$ cat src/hw/rtl/hts_pkg.sv
`timescale 1ns / 1ps

package hts_pkg;

    // node index and symbol widths, fixed by the largest supported tree
    localparam int IDX_W           = 9;
    localparam int SYM_W           = 8;
    localparam int DEF_MAX_SYMBOLS = 256;

    // parse phase codes
    localparam logic [1:0] PH_NODE  = 2'd0;
    localparam logic [1:0] PH_LEAF  = 2'd1;
    localparam logic [1:0] PH_DATA  = 2'd2;
    localparam logic [1:0] PH_STALL = 2'd3;

    // write request into the node table
    typedef struct packed {
        logic             ent_we;
        logic [IDX_W-1:0] ent_addr;
        logic             ent_leaf;
        logic [SYM_W-1:0] ent_sym;
        logic             left_we;
        logic             right_we;
        logic [IDX_W-1:0] link_addr;
        logic [IDX_W-1:0] link_val;
    } node_wr_t;

    // registered read of one node
    typedef struct packed {
        logic             leaf;
        logic [SYM_W-1:0] sym;
        logic [IDX_W-1:0] left;
        logic [IDX_W-1:0] right;
    } node_rd_t;

endpackage

$ cat src/hw/rtl/hts_stack_ram.sv
`timescale 1ns / 1ps

module hts_stack_ram #(
    parameter int DEPTH = hts_pkg::DEF_MAX_SYMBOLS
) (
    input  logic                      aclk,
    input  logic                      we,
    input  logic [$clog2(DEPTH)-1:0]  wr_addr,
    input  logic [hts_pkg::IDX_W:0]   wr_data,
    input  logic [$clog2(DEPTH)-1:0]  rd_addr,
    output logic [hts_pkg::IDX_W:0]   rd_data
);

    // entry: {left child attached, node index}
    logic [hts_pkg::IDX_W:0] mem [DEPTH];

    always_ff @(posedge aclk) begin
        if (we) begin
            mem[wr_addr] <= wr_data;
        end
        rd_data <= mem[rd_addr];
    end

endmodule

$ cat config.mk
export PLATFORM = sky130hd
export DESIGN_NAME = hts_stack_ram
export DESIGN_NICKNAME = d
export VERILOG_FILES = /design/src/hw/rtl/hts_pkg.sv /design/src/hw/rtl/hts_stack_ram.sv
export SDC_FILE = /design/constraint.sdc
export NUM_CORES = 2
export LEC_CHECK = 0
export BUFFER_PORTS_ARGS = -buffer_cell sky130_fd_sc_hd__buf_2
export CORE_AREA = 10 10 560 562
export DETAILED_ROUTE_END_ITERATION = 10
export DIE_AREA = 0 0 570 572
export GPL_TIMING_DRIVEN = 0
export PLACE_DENSITY_LB_ADDON = 0.08
export SYNTH_ARGS = -nofsm -noshare
export SYNTH_HDL_FRONTEND = slang
export SYNTH_SLANG_ARGS = --single-unit
$ cat constraint.sdc
create_clock -name aclk -period 4.8 [get_ports aclk]
set_clock_uncertainty 0.2 [all_clocks]
set_input_delay 0.48 -clock aclk [delete_from_list [all_inputs] [get_ports aclk]]
set_output_delay 0.48 -clock aclk [all_outputs]
set_load 0.02 [all_outputs]
==> flow_summary.yaml <==
logic_synthesis:
  synth_area_um2: 99300
  synthFlopType: "edfxtp_1"
  ys_seq_area_share_pct: 77.7
  postSynth.asyncResetShare_pct: 0
  synth.avg_cell_area_um2: 21.4
  yosys_warnings: 0
  syn_nets: 4670
  yosysUniqueCellTypes: 53
  synth_edf_count: 2560
  synthCells: 4642
  ys_ff_latch: 2570
hold_path:
  min_path_cells: 3
  hold_path.class: "input port to register"
  hold_start: "wr_addr[2]"
  holdPathEnd: "mem[172][9]"
sta:
  fin_crit_sh_pct: 102
  hold_viol: 0
  period_minus_slack_ns: 4.89
  max_freq_mhz: 205
  fin_setup_tns_ns: -0.186
  slew_headroom_pct: -7.37
  tightest_slew_ns: 1.61
  finalSetupViolCount: 6
  final_max_slew_viol_count: 55
  finalWorstSetupSlack_ns: -0.0883
  whs_ns: 0.234
  rsz0062_at_grt: "no"
critical_path:
  reg2reg_depth: 6
  worst-setup-path-type: "input port to register"
  critical-path-max-stage-delay_ns: 1.02
  required_ns: 5.30
  rr_startpoint: "mem[83][5]"
  critical_path.cell_chain: "buf_2, buf_2, nor2_1, buf_2, buf_1, a22oi_1, a21oi_1, nor3_1, nor4_1"
  critPathSlowestCell: "nor2_1"
  worstSetupEndpointType: "register"
  r2r_slack_ns: 0.63
  crit_path_max_fanout: 10
  arrival_ns: 5.39
  cp-startpoint: "rd_addr[2]"
  worst_path_most_repeated_cell: "buf_2"
  r2r_end: "rd_data[5]"
  start_kind: "input port"
global_route:
  antenna_found_initial: 53
  grt_pass1_wl_um: 501000
  grt-ovfl-total: 0
  grt_max_degree: 145
  grt_pass1_vias: 52085
  grtUsageTotal_pct: 22.8
route:
  met3WireLength_um: 27700
  wl_um: 380000
  dr.max_layer_used: "met4"
  wl_per_cell_um: 41.0
  wirelength_met1_um: 162000
  drt_first_pass_iters: 6
  ant_nets: 0
  via_per_inst: 5.66
  drt_iter0_markers: 7156
  drc: 0
  vias: 52441
  route.met2.wl_um: 176000
placed_design:
  hpwl_um: 256000
  io_buffers: 30
  pre_cts_ws_ns: -1.57
  gp_congestion: 0.857
cells_and_area:
  nNetsFinal: 5086
  syn2layout_area_growth_pct: 16.1
  drive_above_1_share_pct: 23.3
  finish.utilization_pct: 38.1
  nFillCells: 27225
clocking:
  cts_buffer_depth: 4
  cts_root_buf: "clkbuf_16"
  clock-sinks: 2570
  cts_tree: "done"
  clkTransAtPathRegs_ns: 0.05
  h-tree-depth: 5
  insertion_delay_ns: 0.94
  cts_buffers: 299
power:
  vdd_ir_drop_max_v: 0.000239
  leakage_nw: 35.6
  p_total_mw: 49.5
  powerDensity_nw_per_um2: 430
run:
  maxCapViolations: 7
floorplan:
  ios: 38
  die_w_um: 570
  coreArea_um2: 302000
  floorplan.rows: 202
  start_util_pct: 32.9
  die_h_um: 572
  die_area_um2: 326000
outcome:
  violations: "max-capacitance violations, max-slew violations, negative setup slack"
  status: "finished, violations left"
## worst max-delay path, delay by kind of cell
| kind | cells | cell delay (ns) |
|---|---|---|
| AOI/OAI and AO/OA | 2 | 0.78 |
| and+or+nand+nor | 3 | 1.95 |
| buffers and inverters | 4 | 2.12 |
## cell type report
type | count | area (um2) | share of cell area, %
Multi-Input combinational cell | 1785 | 20500 | 17.8
Clock inverter | 126 | 1170 | 1.02
Tap cell | 3978 | 4980 | 4.32
Clock buffer | 391 | 7900 | 6.86
Inverter | 3 | 11.3 | 0.00977
Buffer | 284 | 1900 | 1.65
Sequential cell | 2570 | 77100 | 66.9
Antenna cell | 19 | 47.5 | 0.0413
Timing Repair Buffer | 115 | 1590 | 1.38
## worst max path at each step
stage / endpoint / slack [ns]
5_1_grt: rd_data[7] / 0.05
2_1_floorplan: rd_data[3] / 2.18
3_3_place_gp: rd_data[1] / -2.72
4_1_cts: rd_data[2] / 0.02
6_report: rd_data[7] / -0.09
3_5_place_dp: rd_data[2] / -1.57
## cell usage after synthesis (8+ instances only)
library cell	n	area [um2]
mux4_1	41	1080
clkbuf_1	131	492
a221oi_1	15	131
o22a_1	8	70.1
a22o_1	13	114
o211ai_1	8	60.1
mux2i_1	210	2100
a21oi_1	113	566
nor2_1	292	1100
or2_2	8	50.1
edfxtp_1	2560	76900
nand2_1	47	176
a311oi_1	9	78.8
buf_1	19	71.3
o221ai_1	40	350
mux4_2	495	11100
buf_6	24	270
dfxtp_1	10	200
o32ai_1	11	96.3
buf_2	48	240
nand3_1	39	195
o22ai_1	57	357
buf_12	16	320
nand2b_1	12	75.1
nor4_1	27	169
a31oi_1	11	68.8
o21a_1	8	60.1
buf_4	29	218
a211oi_1	10	75.1
nor3_1	32	160
buf_8	16	240
a22oi_1	191	1430
nand4_1	11	68.8
o21ai_0	12	60.1
nor2b_1	24	150
## power by group
| group | internal [mW] | switching [mW] | total, mW | leakage, nW |
|---|---|---|---|---|
| clock | 12.3 | 9.47 | 21.8 | 4.41 |
| sequential | 24.7 | 0.0140 | 24.8 | 23.1 |
| combinational | 0.831 | 2.16 | 2.99 | 8.05 |
## flip-flops by register name (all words and copies together), names as in the netlist
register  flops
rd_data      10
mem        2560
## cell usage in the layout (no fill, tap or decap), drive strengths merged, types with 8 or more instances in the layout
master          n
a211oi         10
a21oi         113
a221oi         15
a22o           13
a22oi         191
a311oi         10
a31oi          11
buf           256
bufinv         12
clkbuf        524
clkinv         94
dfxtp          10
diode          19
dlygate4sd3    10
edfxtp       2560
inv            20
mux2i         210
mux4          536
nand2          47
nand2b         12
nand3          39
nand4          11
nor2          292
nor2b          24
nor3           33
nor4           27
o211ai          8
o21a            8
o21ai          12
o221ai         40
o22a            8
o22ai          57
o32ai          11
or2             8
## stage by stage
step	instance area (um2)	cells
floorplan	99300	4642
global placement	104000	8650
detailed placement	106000	8717
CTS	115000	9247
global route	115000	9256
finish	115000	9271
## kinds of logic (layout without fill, tap and decap cells)
| family | Yosys count | after routing | share of synthesized area, % |
|---|---|---|---|
| compound gates | 525 | 525 | 3.71 |
| buf+inv | 287 | 919 | 1.88 |
| flops | 2570 | 2570 | 77.7 |
| mux | 746 | 746 | 14.4 |
| other cells | 0 | 19 | 0 |
| simple gates | 514 | 514 | 2.32 |
## timing repair
action	in CTS	in global routing
setup endpoints to repair	8	0
hold buffers	10	0
buffers inserted	3	0
resized for setup	10	0
endpoints found under the hold margin	763	0
## layer usage
layer,track usage [%],vias to the layer above
met3,4.40,544
li1,-,20514
met4,7.62,0
met5,0,-
met2,36.0,2413
met1,31.9,28970
Power figures use the tool's default switching activity.
